**src/hw/rtl/sgd_momentum_update_unit_assert.svh**
```systemverilog
`ifndef SGD_MOMENTUM_UPDATE_UNIT_ASSERT_SVH
`define SGD_MOMENTUM_UPDATE_UNIT_ASSERT_SVH

// same-cycle implication, checked outside reset
`define SGD_ASSERT_NOW(label, ante, cons, msg) \
    label: assert property (@(posedge clk) disable iff (!rst_n) (ante) |-> (cons)) \
        else $error(msg);

// next-cycle implication, checked outside reset
`define SGD_ASSERT_NEXT(label, ante, cons, msg) \
    label: assert property (@(posedge clk) disable iff (!rst_n) (ante) |=> (cons)) \
        else $error(msg);

`endif

```
**src/hw/rtl/sgd_mom_pkg.sv**
```systemverilog
package sgd_mom_pkg;

    // buffer geometry, a power of two
    localparam int TENSOR_DEPTH = 4096;
    localparam int SLOT_W = (TENSOR_DEPTH > 1) ? $clog2(TENSOR_DEPTH) : 1;

    localparam int INDEX_W = 12;
    localparam int VAL_W = 32;
    localparam int COEF_W = 25;
    localparam int SCOEF_W = COEF_W + 1;
    localparam int FRAC_W = 24;
    localparam int Q_ONE = 2 ** FRAC_W;
    localparam int HALF = 2 ** (FRAC_W - 1);

    // intermediate widths
    localparam int GD_W = VAL_W + 2;
    localparam int B_W = VAL_W + 4;
    localparam int DIR_W = VAL_W + 3;
    localparam int NW_W = VAL_W + 6;
    localparam int PW_W = VAL_W + SCOEF_W;
    localparam int PG_W = GD_W + SCOEF_W;
    localparam int PB_W = VAL_W + SCOEF_W;
    localparam int PS_W = DIR_W + SCOEF_W;

    localparam int CFG_INDEX_W = 3;

    typedef enum logic [CFG_INDEX_W-1:0] {
        REG_LEARNING_RATE = 3'd0,
        REG_MOMENTUM      = 3'd1,
        REG_WEIGHT_DECAY  = 3'd2,
        REG_DAMPENING     = 3'd3,
        REG_NESTEROV      = 3'd4,
        REG_MAXIMIZE      = 3'd5
    } cfg_index_t;

    typedef struct packed {
        logic [COEF_W-1:0]          learning_rate;
        logic [COEF_W-1:0]          momentum_coef;
        logic [COEF_W-1:0]          weight_decay_coef;
        logic signed [SCOEF_W-1:0]  damp_factor;
        logic                       momentum_on;
        logic                       nesterov_enable;
        logic                       maximize_enable;
    } cfg_t;

    typedef struct packed {
        logic [INDEX_W-1:0]       element_index;
        logic signed [VAL_W-1:0]  weight_value;
        logic signed [VAL_W-1:0]  gradient_value;
        logic                     last_of_pass;
    } in_item_t;

    typedef struct packed {
        logic [INDEX_W-1:0]       out_index;
        logic signed [VAL_W-1:0]  new_weight;
        logic                     saturated;
        logic                     out_last;
    } out_item_t;

    typedef struct packed {
        logic                     clip;
        logic signed [VAL_W-1:0]  value;
    } sat_t;

    // clip a wide value into the signed 32-bit range
    function automatic sat_t sat_val(input logic signed [NW_W-1:0] v);
        sat_t r;
        logic [NW_W-VAL_W:0] hi;
        hi = v[NW_W-1:VAL_W-1];
        r.clip = !((&hi) || (~|hi));
        if (r.clip)
        begin
            r.value = v[NW_W-1] ? {1'b1, {(VAL_W-1){1'b0}}} : {1'b0, {(VAL_W-1){1'b1}}};
        end
        else
        begin
            r.value = v[VAL_W-1:0];
        end
        return r;
    endfunction

endpackage

```
**src/hw/rtl/sgd_mom_cfg.sv**
```systemverilog
module sgd_mom_cfg (
    input  logic                                clk,
    input  logic                                rst_n,
    input  logic                                write_enable,
    input  logic [sgd_mom_pkg::CFG_INDEX_W-1:0] index,
    input  logic [sgd_mom_pkg::COEF_W-1:0]      data,
    output sgd_mom_pkg::cfg_t                   cfg
);

    sgd_mom_pkg::cfg_t cfg_reg;
    sgd_mom_pkg::cfg_t cfg_next;

    always_comb
    begin
        cfg_next = cfg_reg;
        if (write_enable)
        begin
            unique case (sgd_mom_pkg::cfg_index_t'(index))
                sgd_mom_pkg::REG_LEARNING_RATE: cfg_next.learning_rate = data;
                sgd_mom_pkg::REG_MOMENTUM:
                begin
                    cfg_next.momentum_coef = data;
                    cfg_next.momentum_on = (data != '0);
                end
                sgd_mom_pkg::REG_WEIGHT_DECAY: cfg_next.weight_decay_coef = data;
                // keep (1 - dampening) ready for the multiplier
                sgd_mom_pkg::REG_DAMPENING:
                    cfg_next.damp_factor = sgd_mom_pkg::SCOEF_W'(sgd_mom_pkg::Q_ONE)
                                         - $signed({1'b0, data});
                sgd_mom_pkg::REG_NESTEROV: cfg_next.nesterov_enable = data[0];
                sgd_mom_pkg::REG_MAXIMIZE: cfg_next.maximize_enable = data[0];
                default: cfg_next = cfg_reg;
            endcase
        end
    end

    always_ff @(posedge clk or negedge rst_n)
    begin
        if (!rst_n)
        begin
            cfg_reg <= '{damp_factor: sgd_mom_pkg::SCOEF_W'(sgd_mom_pkg::Q_ONE), default: '0};
        end
        else
        begin
            cfg_reg <= cfg_next;
        end
    end

    assign cfg = cfg_reg;

endmodule

```
**config.mk**
```make
export PLATFORM = sky130hd
export DESIGN_NAME = sgd_mom_cfg
export DESIGN_NICKNAME = d
export VERILOG_FILES = /design/src/hw/rtl/sgd_momentum_update_unit_assert.svh /design/src/hw/rtl/sgd_mom_pkg.sv /design/src/hw/rtl/sgd_mom_cfg.sv
export SDC_FILE = /design/constraint.sdc
export NUM_CORES = 1
export LEC_CHECK = 0
export BUFFER_PORTS_ARGS = -buffer_cell sky130_fd_sc_hd__buf_2
export CELL_PAD_IN_SITES_DETAIL_PLACEMENT = 1
export CELL_PAD_IN_SITES_GLOBAL_PLACEMENT = 1
export CORE_MARGIN = 2
export CORE_UTILIZATION = 43
export CTS_CLUSTER_DIAMETER = 80
export CTS_CLUSTER_SIZE = 24
export DETAILED_ROUTE_END_ITERATION = 8
export GPL_TIMING_DRIVEN = 0
export PLACE_DENSITY = 0.9
export SYNTH_ARGS = -nofsm -noshare
export SYNTH_HDL_FRONTEND = slang
export SYNTH_SLANG_ARGS = --single-unit
```
**constraint.sdc**
```tcl
create_clock -name clk -period 1.58 [get_ports clk]
set_input_delay 0.316 -clock clk [delete_from_list [all_inputs] [get_ports clk]]
set_output_delay 0.316 -clock clk [all_outputs]
set_load 0.01 [all_outputs]
```
* Yosys cells after proc, flatten, opt, wreduce, memory -nomap -nowiden
Cells that the tools add are included.
Storage, ports and cells: logic and storage cells 21, output and inout bits 104, register bits 104
Cells by class: equality and inequality tests 5, add/subtract/negate cells 1, reduce and logical (&&, ||, !) cells 8
Operators by type and width (count):
- $sub A25 B25 Y26 const A | 1
- $reduce_bool A25 Y1 | 1
- $reduce_and A2 Y1 | 6
- $eq A3 B2 Y1 const B | 2
- $eq A3 B3 Y1 const B | 2
- $eq A3 B1 Y1 const B | 1
- $logic_not A3 Y1 | 1

* Logic depth before layout (Yosys ltp)
Gate-level depths: netlist of the first run.
depth after elaboration 2, mapped depth 7, depth with buffers taken out 6

* Worst setup path before layout of the first run
No wires, ideal clock.
kind input to register, start input port data[18] (netlist bit), end register cfg_reg, in the netlist cfg[2], data arrival time 1.929 ns, cell stages on the path 5, slack -0.474 ns, path buffers 1, path through buf_6 or4_4 or3_4 or4_4 mux2_4
On the way: word-level cells in the longest chain between the ends 1
RTL lines:
- start, declared | RTL line sgd_mom_cfg.sv:6 | input logic [sgd_mom_pkg::COEF_W-1:0] data,
- $reduce_bool A25 Y1 | RTL line sgd_mom_cfg.sv:23 | cfg_next.momentum_on = (data != '0);
- end signal, assigned | RTL line sgd_mom_cfg.sv:45 | cfg_reg <= cfg_next;
- end, declared | RTL line sgd_mom_cfg.sv:10 | sgd_mom_pkg::cfg_t cfg_reg;
Every way passes these cells. A chain may end at the register's enable or synchronous reset.

* Worst setup path after layout of the first run
Ends and elaborated chain as after synthesis.

==> results by group, run 1 <==
Logic synthesis
  – Syn Std Cell Area: 4360 sq um
  – Synth top area cells: dfrtp_1 59%, mux2_2 20%, nand2_1 2.8%
  – Post-synth top area share: 59.1%
  – #FFs+latches synth: 104
  – Total of warnings raised by yosys: 0
  – Seq/Total Area, Yosys: approximately three fifths
  – Async SR Flop Fraction: 100%
  – Netlist cell types: 38
  – Leading area contributor after synthesis: dfrtp_1
  – EDFF count, synth: 0
  – Syn_area_per_cell: between 10 and 15 sq um
  – Mapped Cells: ~330
  – Synth Net Count: 360
  – Most numerous cell in the Yosys netlist: dfrtp_1
  – Synth top cells by count: 103 x dfrtp_1, 76 x mux2_2, 33 x nand2_1
  – Top_reg_cell synth: dfrtp_1

Final layout
  – Filler instances: 1076
  – Final instance area: 5720 sq um
  – Reg area: 2600 sq um
  – Max reg flops: 104
  – Share of layout cells above drive strength 1: between 50% and 60%
  – Final #Nets: 520
  – Synth-to-Final Area Change: 31.1%
  – Diode count: 0
  – Area of the multi-input gates: 1810 sq um
  – Core Util, Final: 58.3%

Global routing
  – Met2 GRT Util: 40.6%
  – Met1 Use GR: between 20% and 30%
  – First-pass GRT wire length: 19900 um
  – Met3 Resource Use GR: 3.68%
  – GR peak layer: met2
  – Largest net degree at the start of global routing: between 50 and 60
  – Initial antenna violation count: 0
  – Overflow after GRT: 0
  – Gr usage total: between 20% and 30%
  – Vias in the first global route: 3617

Placement
  – Placer congestion estimate: around 0.72
  – Final HPWL DP: about 8700 um
  – Dpl cell area: between 5000 and 6000 sq um
  – I/O Buffers: 131

Route
  – Vias: roughly 3400
  – WL/cell: 20.3 um
  – Routed wire length: 12700 um
  – DR vias/cell: around 5.4
  – Starting DRT DRC Count: 121
  – Drt drc: 0
  – Detail Route Antenna Nets: 0
  – Initial DRT Pass Iterations: 4

Clock tree
  – CTS sink count: 104
  – CTS tree: done
  – Clk_lat worst skew: 0.35 ns
  – H-Tree Depth: 3
  – Clock root buffer: clkbuf_8
  – Max Buffers Root-to-Sink: 2
  – Cts bufs inserted: 9
  – Clock-pin slew on the worst setup and hold paths: 0.11 ns

Flow run
  – Max Cap Violations: 0

Run status
  – Violated checks: setup timing
  – Status: finished, violations left

Floorplanning
  – I/O pin total: between 100 and 150
  – Initial Util: 44.4%
  – Die Ht: 105 um
  – Core area: 9820 sq um
  – Core Rows: 36
  – Die W: 105 um
  – Die area: ~11000 sq um

STA
  – Fin crit period: 1.78 ns
  – Worst-Margin Slew: 0.709 ns
  – Final Max Tran Viols: 0
  – Final WS setup: -0.204 ns
  – Hold WS: 0.225 ns
  – Headroom to the max-slew limit: 52.7%
  – Worst Clk Skew: 0 ns
  – Final Hold Viols: 0
  – FMAX: 560 MHz
  – RSZ-0062 raised after global routing: yes
  – Count of final setup violators: 4
  – Final period util: 113%

Setup path
  – CP Launch Type: input pin
  – Path type of the worst setup path: input pin to flop
  – Critical Path, Cell by Cell: buf_12 -> or4_4 -> or3_4 -> or4_4 -> mux2_4
  – CP endpoint kind: flop
  – Critical Path AT: about 2.0 ns
  – CP Max Fanout: 2
  – Critical path required time: 1.84 ns
  – CP peak stage delay: 0.53 ns
  – Worst-path cell with the longest stage delay: or4_4
  – Most common cell on crit path: or4_4

Power and ir drop
  – LEAKAGE: 0.00266 uW
  – VDD IR-drop max: 0.000502 V
  – Total power: between 6000 and 7000 uW
  – PwrDens: 1210 nW/um^2

Min path
  – Hold WC Path Type: input pin to flop
final timing paths:
kind                          start      end  slack, ns  cells after the start
max                        data[18]   cfg[2]      -0.20                      5
min                        data[20]  cfg[49]       0.22                      2
max reg2reg                 cfg[58]  cfg[58]       0.78                      1
min reg2reg                 cfg[16]  cfg[16]       0.49                      2
max in group asynchronous     rst_n  cfg[27]       0.30                      3
min in group asynchronous     rst_n  cfg[73]       0.55                      2
kinds of logic after synthesis:
family | count (synthesis) | share of synthesized area [%]
flip-flops | 104 | 59.7
XOR/XNOR | 10 | 2.01
AO/OA/AOI/OAI | 39 | 6.28
buffers and inverters | 21 | 2.01
adder cells (fa/ha/maj) | 1 | 0.287
multiplexers | 77 | 20.0
AND/OR/NAND/NOR | 76 | 9.78
power by group:
part | switching [uW] | leakage (uW) | total, uW | internal [uW]
Combinational | 939 | 0.00132 | 1800 | 864
Sequential | 296 | 0.00126 | 3520 | 3220
Clock | 980 | 0.0000850 | 1580 | 597
Total | 2210 | 0.00266 | 6900 | 4680
final cells by class:
class	instances	share of cell area, %
tap	133	2.91
multi-input combinational	203	31.6
clock buffer	10	2.23
clock inverter	6	0.919
buffer	19	2.32
inverter	2	0.175
timing repair buffer	149	14.4
sequential	104	45.5
placed cells by master (no fill, tap or decap), types with 3 or more instances in the layout:
cell type	count
buf_2	132
buf_4	18
clkbuf_1	4
clkbuf_2	5
clkbuf_4	3
clkbuf_8	11
dfrtp_1	103
mux2_2	76
nand2_1	33
nand3_1	3
nand4b_1	5
nor2_1	5
nor3_1	4
nor4_1	4
o21a_1	3
o21ai_0	14
o31a_1	5
o31ai_1	7
o31ai_2	5
or3_4	3
xnor2_1	8
timing repair:
item | CTS | global route
gates resized for setup | 13 | 15
endpoints found under the hold margin | 21 | 0
buffers inserted | 8 | 8
pin swaps | 6 | 5
endpoints found under the setup margin | 56 | 56
hold buffers | 1 | 0
critical path: cells and delay by family:
family                 cells  cell delay (ns)
AND/OR/NAND/NOR            3             1.35
multiplexers               1             0.27
buffers and inverters      1             0.10
routing by layer:
layer	vias up	share of wire, %	routed length, um
met1	1727	41	5220
li1	1499	-	-
met4	0	2.8	359
met3	27	4.4	557
met2	106	52	6600
met5	-	0	0
per-stage QoR:
stage / instances / setup WS (ns) / TNS (ns)
2_1_floorplan: 328 / -0.449 / -1.60
3_3_place_gp: 592 / -0.866 / -121.93
3_5_place_dp: 593 / -0.664 / -38.71
4_1_cts: 618 / -0.163 / -0.193
5_1_grt: 626 / -0.186 / -0.506
6_report: 626 / -0.204 / -0.306
Note: power is estimated with default switching activity, not from simulation.
==> inputs of run 2 (changes only) <==
CORE_UTILIZATION = 40   (was 43)
PLACE_DENSITY = 0.85   (was 0.9)
clock period = 1.8 ns   (was 1.58 ns; I/O delays follow)
==> run 2 against run 1 <==
Effect of this change:
- the run still ends with setup timing left
- critical path depth stayed put
- combinational power decreased by 15%
- power fell by 15%
- cell count down 1.1%
- via count fell by 3.4%
- core utilization is 7.0 points lower
- flip-flop and latch count unchanged
- global-route usage down 2.2 points
- sequential share of layout area increased by 1.7 points
- wire length decreased by 8.1%
==> results by group, run 2 (synthesis results as in run 1) <==
Global routing
  – Vias in the first global route: 3544 (-2.0%)
  – Overflow after GRT: 0 (unchanged)
  – Largest net degree at the start of global routing: 56 (+1.8%)
  – First-pass GRT wire length: 18900 um (-5.0%)
  – Gr usage total: 20.9% (-2.2 points)
  – Initial antenna violation count: 0 (unchanged)

Clock tree
  – CTS sink count: 104 (unchanged)
  – H-Tree Depth: 3 (unchanged)
  – CTS tree: done
  – Cts bufs inserted: 9 (unchanged)
  – Max Buffers Root-to-Sink: 2 (unchanged)
  – Clk_lat worst skew: 0.37 ns (+0.02 ns)
  – Hold buffers post-CTS: 0 (-1)
  – Clock-pin slew on the worst setup and hold paths: 0.09 ns (-0.02 ns)
  – Clock root buffer: clkbuf_8

Placement
  – Final HPWL DP: 8430 um (-3.3%)
  – Placed cell count: 600 (+1.2%)
  – I/O Buffers: 131 (unchanged)
  – Placer congestion estimate: 0.740 (+2.5%)

STA
  – RSZ-0062 raised after global routing: yes
  – Final Max Tran Viols: 0 (unchanged)
  – FMAX: between 500 and 600 MHz
  – Final WS setup: -0.0256 ns (+0.179 ns)
  – Headroom to the max-slew limit: 50.6% (-2.2 points)
  – Final TNS setup: -0.0256 ns (+0.280 ns)
  – Worst Clk Skew: 0 ns (unchanged)
  – Final Hold Viols: 0 (unchanged)
  – Count of final setup violators: 1 (-3)
  – Final period util: 101%
  – Worst-Margin Slew: 0.742 ns (+0.0324 ns)
  – Fin crit period: 1.83 ns

Route
  – Starting DRT DRC Count: 75 (-38%)
  – Routed wire length: 11700 um (-8.1%)
  – Detail Route Antenna Nets: 0 (unchanged)
  – WL/cell: 18.9 um (-7.0%)
  – DR vias/cell: 5.24 (-2.3%)
  – Drt drc: 0 (unchanged)
  – Initial DRT Pass Iterations: 4 (unchanged)
  – Vias: 3244 (-3.4%)

Final layout
  – Synth-to-Final Area Change: 26.3%
  – Diode count: 0 (unchanged)
  – Commonest non-fill, non-tap cell in the layout: buf_2
  – Filler instances: 1196 (+11%)
  – Max reg flops: 104 (unchanged)
  – Area of the multi-input gates: 1730 sq um (-4.1%)
  – Final #Nets: 508 (-2.3%)
  – Share of layout cells above drive strength 1: 53.2% (-4.6 points)
  – Non-filler cells, final: 619 (-1.1%)
  – Reg area: 2600 sq um (unchanged)
  – Most frequent cells in the layout: 134 x buf_2, 103 x dfrtp_1, 76 x mux2_2, 33 x nand2_1, 14 x o21ai_0

Floorplanning
  – Core area: 10700 sq um (+9.4%)
  – Initial Util: 40.6% (-3.8 points)
  – Die Ht: 108 um (+3.5%)
  – Die W: 108 um (+3.5%)
  – Core Rows: 38 (+5.6%)
  – I/O pin total: 135 (unchanged)
  – Die area: 11800 sq um (+7.2%)

Setup path
  – Critical Path AT: 2.09 ns (+0.05 ns)
  – Worst path top cell family by delay: simple AND/OR/NAND/NOR gates
  – Reg2Reg Launch Point: cfg[2]
  – CP endpoint kind: flop
  – Critical Path, Cell by Cell: buf_8 -> or4_4 -> or3_4 -> or4_4 -> mux2_4
  – CP Max Fanout: 7 (+5)
  – Most common cell on crit path: or4_4
  – Worst path buffer plus inverter count: 1 (unchanged)
  – Crit. Startpoint: data[20]
  – Critical path required time: 2.06 ns (+0.22 ns)
  – Path type of the worst setup path: input pin to flop
  – Cell count of the worst reg-to-reg path: 1 (unchanged)
  – CP peak stage delay: 0.54 ns (about the same)
  – CP Launch Type: input pin
  – Critical path depth: 5 (unchanged)
  – Worst-path cell with the longest stage delay: or4_4

Run status
  – Status: finished, violations left
  – Violated checks: setup timing

Power and ir drop
  – LEAKAGE: 0.00255 uW (-4.2%)
  – PwrDens: 1070 nW/um^2 (-11%)
  – VDD IR-drop max: 0.000490 V (-2.3%)

Min path
  – Hold WC Path Type: input pin to asynchronous set/reset pin

Flow run
  – Max Cap Violations: 0 (unchanged)
## run 2: layout make-up
cell class | count | share of cell area [%]
Timing Repair Buffer | 137 | 13.3
Sequential cell | 104 | 47.3
Inverter | 2 | 0.136
Buffer | 19 | 1.89
Multi-Input combinational cell | 203 | 31.4
Tap cell | 140 | 3.18
Clock buffer | 13 | 2.70
Clock inverter | 1 | 0.0908
## run 2: per-layer routing
layer  wire length (um)  global-route usage, %  vias up
met5                  0                      0        -
met4                161                   7.42        0
met3                646                   4.64       14
met2               5900                   35.8       88
met1               5000                   26.0     1668
li1                   -                      -     1474
## run 2: repair_timing
action / in CTS / in global routing
pin swaps: 2 / 4
buffers inserted: 3 / 2
endpoints found under the setup margin: 75 / 34
resized for setup: 17 / 9
## run 2: worst paths after layout
kind	endpoint	slack, ns
max	cfg[2]	-0.03
min	cfg[63]	0.04
max reg2reg	cfg[2]	1.02
min reg2reg	cfg[18]	0.48
max in group asynchronous	cfg[27]	0.99
min in group clk	cfg[74]	0.24
## run 2: power by group
part	switching, uW	internal, uW
clock network	762	528
registers	243	2830
logic	786	741
## run 2: stage by stage
stage               worst slack, ns  power (uW)  util [%]  hold WS, ns  cell area (sq um)
floorplan                    -0.273        3860         -       0.0644               4380
global placement             -0.727        4550      48.5        0.458               5210
detailed placement           -0.721        4660      48.7        0.467               5240
CTS                         -0.0228        5950      50.8       0.0631               5460
global route                -0.0319        6220      51.3       0.0872               5510
finish                      -0.0256        5890      51.3       0.0369               5510
